===== src/sv/multidim_key_index_unit_defines.svh =====
// ----------------------------------------------------------------------------
// Assertion macros for the multi-dimensional key index unit
// Clocked property checks, reset-qualified or checked through reset, empty in synthesis.
// ----------------------------------------------------------------------------
`ifndef MULTIDIM_KEY_INDEX_UNIT_DEFINES_SVH
`define MULTIDIM_KEY_INDEX_UNIT_DEFINES_SVH

`ifndef SYNTHESIS
// checked only while out of reset
`define MKIU_ASSERT(label, prop) \
    label: assert property (@(posedge aclk) disable iff (!aresetn) prop) \
        else $error("mkiu check failed");
// checked at every edge, reset included
`define MKIU_ASSERT_ALWAYS(label, prop) \
    label: assert property (@(posedge aclk) prop) \
        else $error("mkiu check failed");
`else
`define MKIU_ASSERT(label, prop)
`define MKIU_ASSERT_ALWAYS(label, prop)
`endif

`endif


===== src/sv/mkiu_pkg.sv =====
// ----------------------------------------------------------------------------
// mkiu_pkg
// Shared constants, codes and pipeline types of the key index unit.
// ----------------------------------------------------------------------------
package mkiu_pkg;

    localparam int MAX_DIMS    = 4;
    localparam int HW_DIMS     = 4;
    localparam int EXTENT_BITS = 12;
    localparam int KEY_W       = 12;
    localparam int EXT_W       = 13;
    localparam int FLAT_W      = 48;
    localparam int CNT_W       = 3;
    localparam int L2_W        = 13;  // extent 3
    localparam int L1_W        = 25;  // extent 2 * extent 3
    localparam int L0_W        = 37;  // extent 1 * extent 2 * extent 3
    localparam int TOT_W       = 49;  // all four extents
    localparam int DIV_STEPS   = HW_DIMS * KEY_W;

    localparam logic [EXT_W-1:0] EXT_TOP    = EXT_W'(1 << EXTENT_BITS);
    localparam logic [CNT_W-1:0] DIMS_LIMIT =
        CNT_W'((MAX_DIMS < HW_DIMS) ? MAX_DIMS : HW_DIMS);

    typedef enum logic [1:0] {
        OP_KEY2IDX  = 2'd0,
        OP_IDX2KEY  = 2'd1,
        OP_VIEW_IDX = 2'd2,
        OP_VIEW_KEY = 2'd3
    } op_t;

    typedef enum logic [2:0] {
        REG_DIM_COUNT = 3'd0,
        REG_EXTENT_0  = 3'd1,
        REG_EXTENT_1  = 3'd2,
        REG_EXTENT_2  = 3'd3,
        REG_EXTENT_3  = 3'd4
    } reg_idx_t;

    typedef logic [EXT_W-1:0] ext_t;
    typedef logic [KEY_W-1:0] key_t;

    typedef struct packed {
        logic [CNT_W-1:0]          dim_count;
        ext_t [HW_DIMS-1:0]        extent;
    } cfg_t;

    typedef struct packed {
        logic [FLAT_W-1:0]         flat;
        key_t [HW_DIMS-1:0]        coords;
        logic [CNT_W-1:0]          count;
        logic                      err;
        logic [1:0]                bad;
    } res_t;

    typedef struct packed {
        logic [FLAT_W-1:0]         rem;
        logic [L0_W-1:0]           len0;
        logic [L1_W-1:0]           len1;
        logic [L2_W-1:0]           len2;
        res_t                      res;
    } div_t;

    // values carried unchanged through the product stages
    typedef struct packed {
        op_t                       op;
        logic [CNT_W-1:0]          n;
        logic                      err;
        logic [1:0]                bad;
        logic [FLAT_W-1:0]         flat_in;
        key_t [HW_DIMS-1:0]        pk;
        logic [CNT_W-1:0]          pk_cnt;
    } carry_t;

    function automatic ext_t clamp_ext(input ext_t e);
        ext_t r;
        r = e;
        if (e == '0) r = EXT_W'(1);
        if (e > EXT_TOP) r = EXT_TOP;
        return r;
    endfunction

endpackage


===== src/sv/mkiu_div_step.sv =====
// ----------------------------------------------------------------------------
// mkiu_div_step
// One restoring division step: one quotient bit of one coordinate.
// ----------------------------------------------------------------------------
module mkiu_div_step (
    input  logic                 aclk,
    input  logic                 aresetn,
    input  logic                 en,
    input  logic [1:0]           digit,
    input  logic [3:0]           bitpos,
    input  logic                 in_valid,
    input  mkiu_pkg::div_t       in_data,
    output logic                 out_valid,
    output mkiu_pkg::div_t       out_data
);
    import mkiu_pkg::*;

    logic                 valid_reg;
    div_t                 data_reg, data_next;
    logic [FLAT_W-1:0]    len, trial;

    always_comb begin
        case (digit)
            2'd0:    len = FLAT_W'(in_data.len0);
            2'd1:    len = FLAT_W'(in_data.len1);
            2'd2:    len = FLAT_W'(in_data.len2);
            default: len = FLAT_W'(1);
        endcase
        trial = len << bitpos;
        data_next = in_data;
        if (in_data.rem >= trial) begin
            data_next.rem = in_data.rem - trial;
            data_next.res.coords[digit][bitpos] = 1'b1;
        end
    end

    always_ff @(posedge aclk) begin
        if (!aresetn) begin
            valid_reg <= 1'b0;
        end else if (en) begin
            valid_reg <= in_valid;
        end
    end

    always_ff @(posedge aclk) begin
        if (en) begin
            data_reg <= data_next;
        end
    end

    assign out_valid = valid_reg;
    assign out_data  = data_reg;

endmodule


===== config.mk =====
export PLATFORM = sky130hd
export DESIGN_NAME = mkiu_div_step
export DESIGN_NICKNAME = d
export VERILOG_FILES = /design/src/sv/multidim_key_index_unit_defines.svh /design/src/sv/mkiu_pkg.sv /design/src/sv/mkiu_div_step.sv
export SDC_FILE = /design/constraint.sdc
export NUM_CORES = 1
export LEC_CHECK = 0
export BUFFER_PORTS_ARGS = -buffer_cell sky130_fd_sc_hd__buf_2
export CAP_MARGIN = 20
export CORE_ASPECT_RATIO = 1.1
export CORE_MARGIN = 4
export CORE_UTILIZATION = 30
export DETAILED_ROUTE_END_ITERATION = 8
export RECOVER_POWER = 100
export SLEW_MARGIN = 30
export SYNTH_ARGS = -nofsm -noshare
export SYNTH_HDL_FRONTEND = slang
export SYNTH_SLANG_ARGS = --single-unit

===== constraint.sdc =====
create_clock -name aclk -period 5.1 [get_ports aclk]
set_input_delay 0.51 -clock aclk [delete_from_list [all_inputs] [get_ports aclk]]
set_output_delay 0.51 -clock aclk [all_outputs]
set_load 0.05 [all_outputs]

# Word level (Yosys, flattened, before mapping)
# Index checks and enable logic that the tools add are counted.
[classes] add_sub_neg=1 multipliers=0 n_div=0 n_lt_le_gt_ge=5 n_eq_ne=2 shifts=1 n_mux=7 bitwise=1 n_reduce_logical=3
[ops] op="37-bit one-hot mux with 3 select lines" count=1
[ops] op="48-bit two-way mux" count=2
[ops] op="48-bit >= comparator" count=1
[ops] op="48-bit bitwise OR" count=1
[ops] op="48-bit by 4-bit left shift with 48-bit output" count=1
[ops] op="48-bit subtractor" count=1
[ops] op="12-bit demux with 2-bit select" count=1
[ops] op="12-bit two-way mux" count=1
[ops] op="4-bit by 5-bit < comparator with 1-bit output (second input constant)" count=1
[ops] op="1-bit demux with 4-bit select" count=1
[ops] op="4-bit by 1-bit >= comparator with 1-bit output (second input constant)" count=1
[ops] op="2-bit by 3-bit < comparator with 1-bit output (second input constant)" count=1
[ops] op="2-bit by 1-bit == test with 1-bit output (second input constant)" count=1
[ops] op="2-bit == test (second input constant)" count=1
[ops] op="2-bit by 1-bit >= comparator with 1-bit output (second input constant)" count=1
[ops] op="1-bit logical AND" count=2
[ops] op="2-bit logical NOT" count=1
[ops] op="1-bit two-way mux" count=1
[word_totals] register_bits=226 latch_bits=0 mem_bits_rw=0 mem_bits_ro=0 wordCells=33 n_memories=0

# Logic depth before layout (Yosys ltp)
# Gate-level depths: netlist (run 1).
[depth] depth_word=8 depth_mapped=24 ltp_nobuf=20

# Least setup slack after synthesis (run 1)
# No wires, ideal clock.
[synth_path] kind="input to register" start="in bitpos[0]" end="reg data_reg, in the netlist out_data[222] (data pin)" setup_ns=0.260 arrival_time_ns=4.539 required_time_ns=4.840 setup_slack_ns=0.301 cell_stages=20 path_cell_list="clkbuf_1 -> buf_2 -> buf_2 -> buf_2 -> mux2i_1 -> mux2i_1 -> mux2_2 -> o32a_1 -> ha_1 -> a21oi_1 -> o21ai_0 -> a31oi_1 -> o2bb2ai_1 -> nor2b_2 -> a21oi_1 -> o211ai_1 -> a31oi_1 -> buf_4 -> buf_4 -> mux2_2"
[synth_lines] element="start, declared" line_no="mkiu_div_step.sv:10" text="input logic [3:0] bitpos,"
[synth_lines] element="end signal, assigned" line_no="mkiu_div_step.sv:47" text="data_reg <= data_next;"
[synth_lines] element="end, declared" line_no="mkiu_div_step.sv:19" text="div_t data_reg, data_next;"

==> results of run 1 <==
==> power by group through the flow <==
stage | combinational (mW) | clock, mW | sequential, mW
after detailed placement | 2.07 | 0 | 2.37
final | 2.01 | 1.82 | 2.34
after floorplan | 0.771 | 0 | 3.05
after global placement | 2.08 | 0 | 2.37
after global routing | 2.15 | 1.95 | 2.36
after CTS | 2.09 | 1.88 | 2.33
==> area by class of cell <==
class | instances | area [um2] | area share, %
sequential | 226 | 6780 | 41.5
inverter | 23 | 86.3 | 0.529
antenna | 3 | 7.51 | 0.0460
tap | 567 | 709 | 4.35
timing repair buffer | 499 | 2260 | 13.9
multi-input combinational | 801 | 5650 | 34.6
clock buffer | 36 | 709 | 4.35
clock inverter | 12 | 114 | 0.698
==> logic make-up after synthesis <==
family,after synthesis
compound gates,294
xor+xnor,44
fa+ha+maj,49
buf+inv,81
flops,226
mux,126
simple gates,288
==> cells in the final DEF, fill, tap and decap left out, drive strengths merged, types with 50 or more instances in the layout <==
| master | Yosys | final |
|---|---|---|
| buf | 27 | 198 |
| nand2 | 90 | 90 |
| a21oi | 91 | 91 |
| mux2i | 67 | 67 |
| nor2 | 108 | 108 |
| edfxtp | 225 | 225 |
| a21o | 64 | 64 |
| clkbuf | 31 | 337 |
| mux2 | 50 | 50 |
| o21ai | 61 | 61 |
==> layer usage <==
metal,vias up,track usage [%]
li1,5109,-
met4,2,5.06
met2,411,33.8
met5,-,0
met1,5195,23.5
met3,61,3.29
==> through the flow <==
stage          cells  setup TNS, ns  instance area (um2)
3_5_place_dp    2116         -13.81                15900
6_report        2167              0                16300
4_1_cts         2164              0                16700
5_1_grt         2167              0                16300
3_3_place_gp    2116          -9.80                15900
2_1_floorplan   1108              0                12800
==> registers in the layout (all words and copies together), names as in the netlist <==
name       count
out_data     225
out_valid      1
==> worst max-delay path: stages <==
cell	delay (ns)
buf_2	0.19
buf_4	0.25
mux2i_1	0.11
o21ai_0	0.45
o21ai_0	0.28
o21a_1	0.26
mux2i_1	0.20
mux2i_1	0.15
ha_1	0.41
nand2_1	0.11
nor3_1	0.34
o2bb2ai_1	0.22
nor2b_1	0.12
a21oi_1	0.16
o211ai_1	0.14
a31oi_4	0.34
and2_1	0.65
a21o_1	0.22
==> repair_timing <==
action | in CTS | in global routing
gates resized for setup | 0 | 1
setup endpoints to repair | 0 | 11
hold endpoints to repair | 0 | 0
==> path summary, 6_finish.rpt <==
kind | startpoint | to | slack, ns
max | digit[1] | out_data[22] | 0.35
max reg2reg | out_valid | out_valid | 4.43
min | in_data[85] | out_data[85] | 0.14
min reg2reg | out_valid | out_valid | 0.53
==> impl_metrics.ini, run 1 <==
[finish]
nFillCells = 4336
nets = 1861
area_delta_synth_final_pct = 27.7
drive_above_1_share_pct = 17.7
post-route-util_pct = 38.6

[sta]
relSlewSlack_pct = -172
hold_violations = 0
worstMarginPinSlew_ns = 4.08
setup_viol = 0
fin_skew_ns = 0
max_freq_mhz = 211
finalWorstSetupSlack_ns = 0.351
fin_crit_sh_pct = 93.1
whs_ns = 0.142
finalMaxSlewViolations = 125
rsz0062_at_grt = no
min_period_ns = 4.75

[die]
die_h_um = 224
initial_core_util_pct = 30.3
die_w_um = 205
die_area_um2 = 45900
row_count = 79
coreArea_um2 = 42200
ios = 461

[drt]
wire_per_inst_um = 21.5
viasPerCell = 4.97
first_pass_iters = 5
drt_iter0_drc = 695
route.vias.total = 10778
maxUsedRoutingLayer = met5
route.detailed.drc = 0
wl_met2_mm = 23.2
ant_nets = 0
drt-total-wl_mm = 46.6
m1WireLength_mm = 19.0
routed-wl-met3_mm = 3.24

[placed_design]
port_buffers = 460
dp_slack_ns = -0.235
gp_congestion = 0.940
dp_hpwl_mm = 37.2

[synthesis]
ys_ff_latch = 226
synthTopCellsByCount = 225 x edfxtp_1, 108 x nor2_1, 90 x nand2_1, 89 x a21oi_1, 67 x mux2i_1
synth_area_leader_cell = edfxtp_1
synth_top_family_by_area = compound AO/OA/AOI/OAI gates
synth_cells = 1108
synth_fp_nets = 1392
yosys.cell_count.top_type = edfxtp_1
synthAdderAreaFrac_pct = 4.86
async_flop_share_pct = 0
yosys_warnings = 0
ys.flop_type = edfxtp_1
synth.top_cells.by_area = edfxtp_1 53%, mux2i_1 5.3%, ha_1 4.7%
synthSimpleGateAreaFrac_pct = 10.1
netlist_area_um2 = 12800
synthMuxAreaShare_pct = 11.2
synth_compound_area_share_pct = 14.9
syn_avg_cell_area_um2 = 11.5
synth_edf_count = 225
synth_xor_area_share_pct = 3.02
ys_seq_area_share_pct = 53.1
synth.top_cell.area_share_pct = 52.9
yosysUniqueCellTypes = 67

[pwr]
irDropWorstVdd_mv = 0.205
power_switching_mw = 2.25
internal_power_mw = 3.92
swShare_pct = 36.4
power_density_nw_per_um2 = 378
power.share.sequential_pct = 37.9
clockPowerShare_pct = 29.5
comb_power_share_pct = 32.6
power.static_leakage_nw = 6.39
p_total_mw = 6.17

[setup_path]
worstSetupEndpointType = flip-flop
worstPathMaxFanout = 12
r2r_cells = 2
arrival_ns = 5.16
crit_required_ns = 5.51
critical_path_class = input pin to flip-flop
startpoint_type = input pin

[clock_network]
clock_tree.root_cell = clkbuf_16
clk_pin_slew_ns = 0.06
cts_tree = built
post-cts-setup-buffers = 0
clock-sinks = 226
holdBufCountCts = 0
htree_levels = 1
cts_buffer_depth = 3
clk_latency_ns = 0.54
numCtsBuffers = 26

[run_status]
status = finished with violations
violations = max-capacitance violations, max-slew violations

[hold_path]
min_path_type = input pin to flip-flop
min_delay_path_depth = 1

[global_routing]
grt_max_degree = 157
grt_pass1_wl_mm = 66.4
grtUsageTotal_pct = 18.9
grt_pass1_vias = 10866
antenna_found_initial = 6
overflow = 0

[job]
cap_violations = 1
(Power assumes the default switching activity.)
==> inputs of run 2 (changes only) <==
Settings changed: MAX_ROUTING_LAYER from default to met4.
==> impl_metrics.ini, run 2 (same netlist as run 1, synthesis figures left out) <==
[finish]
final_cells = 2171
nets = 1865
final_cell_mix = 304 x clkbuf_1, 225 x edfxtp_1, 162 x buf_2, 108 x nor2_1, 90 x nand2_1
drive_above_1_share_pct = 18.3
layout_commonest_cell = clkbuf_1
design_area_um2 = 16300
post-route-util_pct = 38.7
area_delta_synth_final_pct = 27.9
largest_reg_flops = 225

[sta]
rsz0062_at_grt = no
fin_skew_ns = 0
min_period_ns = 4.74
worstMarginPinSlew_ns = 4.63
setup_viol = 0
fin_crit_sh_pct = 92.9
hold_violations = 0
whs_ns = 0.147
relSlewSlack_pct = -209
finalMaxSlewViolations = 78
finalWorstSetupSlack_ns = 0.362
fin_setup_tns_ns = 0
max_freq_mhz = 211

[clock_network]
htree_levels = 1
cts_tree = built
clk_latency_ns = 0.53
post-cts-setup-buffers = 0
ctsResizeCount = 0
numCtsBuffers = 25
clock-sinks = 226
clk_pin_slew_ns = 0.07
clock_tree.root_cell = clkbuf_16
holdBufCountCts = 0
cts_buffer_depth = 3

[global_routing]
grt_pass1_vias = 10759
overflow = 0
busiest_layer = met2
grt_pass1_wl_mm = 65.1
grt_util_met3_pct = 3.20
grtUsageTotal_pct = 19.1
use_met1_pct = 23.2
antenna_found_initial = 7
grt_use_met2_pct = 32.8
grt_max_degree = 98

[die]
die_h_um = 224
die_w_um = 205
die_area_um2 = 45900
ios = 461
row_count = 79
coreArea_um2 = 42200
initial_core_util_pct = 30.3

[run_status]
status = finished with violations
violations = max-capacitance violations, max-slew violations

[placed_design]
port_buffers = 460
dp_hpwl_mm = 36.9
place_inst = 2121
gp_congestion = 0.919
dp_slack_ns = -0.393
postPlaceCellArea_um2 = 15900

[drt]
route.vias.total = 10672
wire_per_inst_um = 21.1
route.detailed.drc = 0
first_pass_iters = 5
ant_nets = 0
drt_iter0_drc = 593
viasPerCell = 4.92
drt-total-wl_mm = 45.9

[setup_path]
critical_path_class = input pin to flip-flop
crit_required_ns = 5.37
crit_chain = buf_2 > nor2b_1 > buf_4 > nand2_1 > o21ai_1 > mux2i_1 > mux2i_1 > nor2_1 > a21oi_1 > mux2i_1 > ha_1 > nand2_1 > nor3_1 > and3_1 > nand2_1 > a21oi_1 > o211ai_1 > a31oi_4 > buf_12 > mux2_1
max_stage_delay_ns = 0.51
r2r_cells = 2
crit-reg2reg-launch = out_valid
arrival_ns = 5.01
startpoint_type = input pin
worstSetupEndpointType = flip-flop
worstPathMaxFanout = 55
reg2reg_slack_ns = 4.41
critPathSlowestCell = ha_1
timing.rr.end = out_valid

[pwr]
p_total_mw = 6.09
swShare_pct = 36.7
power_switching_mw = 2.23
internal_power_mw = 3.86
power.share.sequential_pct = 38.4
irDropWorstVdd_mv = 0.202
comb_power_share_pct = 33.1
clockPowerShare_pct = 28.5
power_density_nw_per_um2 = 373
power.static_leakage_nw = 6.41

[hold_path]
hp-start = in_data[74]
min_delay_path_depth = 1
min_path_type = input pin to flip-flop
min_to = out_data[74]

[job]
cap_violations = 1
-- run 2: cell types whose count changed in the layout (fill, tap and decap cells not counted), sizes merged --
cell	change
clkinvlp	-1
inv	+1
clkinv	+2
clkbuf	-8
diode	+3
buf	+7
-- run 2: worst max path at each step --
stage	from	to	slack, ns
4_1_cts	digit[1]	out_data[194]	0.19
5_1_grt	digit[1]	out_data[194]	0.02
3_5_place_dp	digit[1]	out_data[194]	-0.39
3_3_place_gp	digit[1]	out_data[194]	-0.33
6_report	digit[1]	out_data[194]	0.36
2_1_floorplan	bitpos[0]	out_data[222]	0.30
-- run 2: power by group through the flow --
| stage | clock network [mW] | logic, mW | registers, mW |
|---|---|---|---|
| CTS | 1.79 | 2.09 | 2.33 |
| floorplan | 0 | 0.771 | 3.05 |
| finish | 1.74 | 2.02 | 2.34 |
| detailed placement | 0 | 2.08 | 2.36 |
| global route | 1.87 | 2.16 | 2.35 |
| global placement | 0 | 2.09 | 2.37 |
-- run 2: layer usage --
layer	vias up	routed length [um]
met5	-	0
met4	0	1430
met3	69	3080
met2	378	22600
met1	5115	18800
li1	5110	-
-- run 2: cell type report --
cell class,instances,area (um2)
flip-flops and latches,226,6780
clock buffers,30,644
well taps,567,709
fillers,4389,25900
clock inverters,14,126
inverters,23,86.3
diodes,6,15.0
repair buffers,504,2320
multi-input cells,801,5650
-- run 2: worst max-delay path: cells and delay by family --
| kind | cells | cell delay (ns) |
|---|---|---|
| AND/OR/NAND/NOR | 7 | 1.11 |
| AO/OA/AOI/OAI | 5 | 1.07 |
| multiplexers | 4 | 0.97 |
| buffers and inverters | 3 | 0.73 |
| adder cells (fa/ha/maj) | 1 | 0.51 |
==> inputs of run 3 (changes only) <==
Settings changed: RECOVER_POWER 100 to default.
==> impl_metrics.ini, run 3 (same netlist as run 1, synthesis figures left out) <==
[pwr]
p_total_mw = 6.15
irDropWorstVdd_mv = 0.203
power_density_nw_per_um2 = 368
power.static_leakage_nw = 7.24

[global_routing]
overflow = 0
grt_pass1_vias = 10759
grtUsageTotal_pct = 19.1
grt_pass1_wl_mm = 65.1
grt_max_degree = 98
antenna_found_initial = 10

[finish]
layout_commonest_cell = buf_2
seq_area_um2 = 6780
drive_above_1_share_pct = 37.0
final_cell_mix = 459 x buf_2, 225 x edfxtp_1, 108 x nor2_1, 90 x nand2_1, 89 x a21oi_1
largest_reg_flops = 225
area_delta_synth_final_pct = 30.9
nets = 1865
nFillCells = 4223
multiInputGateArea_um2 = 5650

[die]
row_count = 79
die_w_um = 205
ios = 461
initial_core_util_pct = 30.3
die_h_um = 224
coreArea_um2 = 42200
die_area_um2 = 45900

[job]
cap_violations = 0

[drt]
wire_per_inst_um = 21.1
route.detailed.drc = 0
drt_iter0_drc = 590
drt-total-wl_mm = 45.8
ant_nets = 0
route.vias.total = 10704
first_pass_iters = 5
viasPerCell = 4.93

[sta]
worstMarginPinSlew_ns = 0.704
fin_skew_ns = 0
rsz0062_at_grt = no
hold_violations = 0
finalMaxSlewViolations = 0
whs_ns = 0.149
min_period_ns = 4.73
fin_crit_sh_pct = 92.7
max_freq_mhz = 212
setup_viol = 0
relSlewSlack_pct = 53.1

[hold_path]
min_path_type = input pin to flip-flop
hp-start = in_data[74]
min_delay_path_depth = 1
min_to = out_data[74]

[clock_network]
cts_tree = built
clk_pin_slew_ns = 0.06
htree_levels = 1
numCtsBuffers = 25
clock_tree.root_cell = clkbuf_16
holdBufCountCts = 0
cts_buffer_depth = 3
clk_latency_ns = 0.53
clock-sinks = 226

[setup_path]
worstPathMaxFanout = 55
crit_start = digit[1]
timing.rr.end = out_valid
r2r_cells = 2
crit-reg2reg-launch = out_valid
crit_required_ns = 5.37
worstSetupEndpointType = flip-flop
reg2reg_slack_ns = 4.49
startpoint_type = input pin
critical_path_class = input pin to flip-flop
arrival_ns = 5.00

[run_status]
status = complete, no violations

[placed_design]
gp_congestion = 0.919
port_buffers = 460
dp_hpwl_mm = 36.9
[run 3: changes by cell type in the layout (fill, tap and decap cells not counted)]
cell      delta
buf_2      +297
buf_4        +1
buf_8        +1
clkbuf_1   -299
diode_2      +2
[run 3: worst max-delay path by stage]
stage,cells after the start,to,slack [ns]
3_3_place_gp,19,out_data[194],-0.33
4_1_cts,19,out_data[194],0.19
2_1_floorplan,20,out_data[222],0.30
5_1_grt,20,out_data[194],0.02
3_5_place_dp,19,out_data[194],-0.39
6_report,20,out_data[194],0.37
[run 3: power breakdown]
part / total [mW] / internal (mW) / switching, mW
sequential: 2.33 / 2.28 / 0.0489
combinational: 2.08 / 0.638 / 1.44
clock: 1.74 / 0.999 / 0.740
total: 6.15 / 3.92 / 2.23
[run 3: metal layers]
metal  up-vias  track usage [%]  share of wire [%]
li1       5115                -                  -
met1      5143             23.2                 41
met4         0             5.75                2.9
met2       384             32.8                 49
met3        62             3.20                6.6
met5         -                -                  0
[run 3: final cells by class]
type | count | share of cell area [%]
diodes | 8 | 0.120
repair buffers | 504 | 16.2
multi-input cells | 801 | 33.8
clock inverters | 14 | 0.756
inverters | 23 | 0.516
well taps | 567 | 4.24
clock buffers | 30 | 3.85
flip-flops and latches | 226 | 40.5
[run 3: worst max-delay path, cell delays in order]
cell and delay, ns:
buf_2 0.21, nor2b_1 0.14, buf_4 0.23, nand2_1 0.09, o21ai_1 0.22, mux2i_1 0.16, mux2i_1 0.28, nor2_1 0.07
a21oi_1 0.19, mux2i_1 0.12, ha_1 0.50, nand2_1 0.16, nor3_1 0.27, and3_1 0.27, nand2_1 0.11, a21oi_1 0.23
o211ai_1 0.16, a31oi_4 0.26, buf_12 0.28, mux2_1 0.41
[run 3: what timing repair did]
action,4_1_cts,5_1_grt
resized for setup,0,4
buffers inserted,0,0
setup endpoints to repair,0,63
hold endpoints to repair,0,0
[run 3: stage by stage]
step / util (%) / TNS (ns) / instances / instance area [um2] / setup WS [ns]
after floorplan: - / 0 / 1108 / 12800 / 0.301
after global placement: 37.7 / -20.37 / 2121 / 15900 / -0.326
after detailed placement: 37.7 / -27.44 / 2121 / 15900 / -0.393
after CTS: 39.6 / 0 / 2165 / 16700 / 0.193
after global routing: 39.6 / 0 / 2173 / 16700 / 0.0166
final: 39.6 / 0 / 2173 / 16700 / 0.375
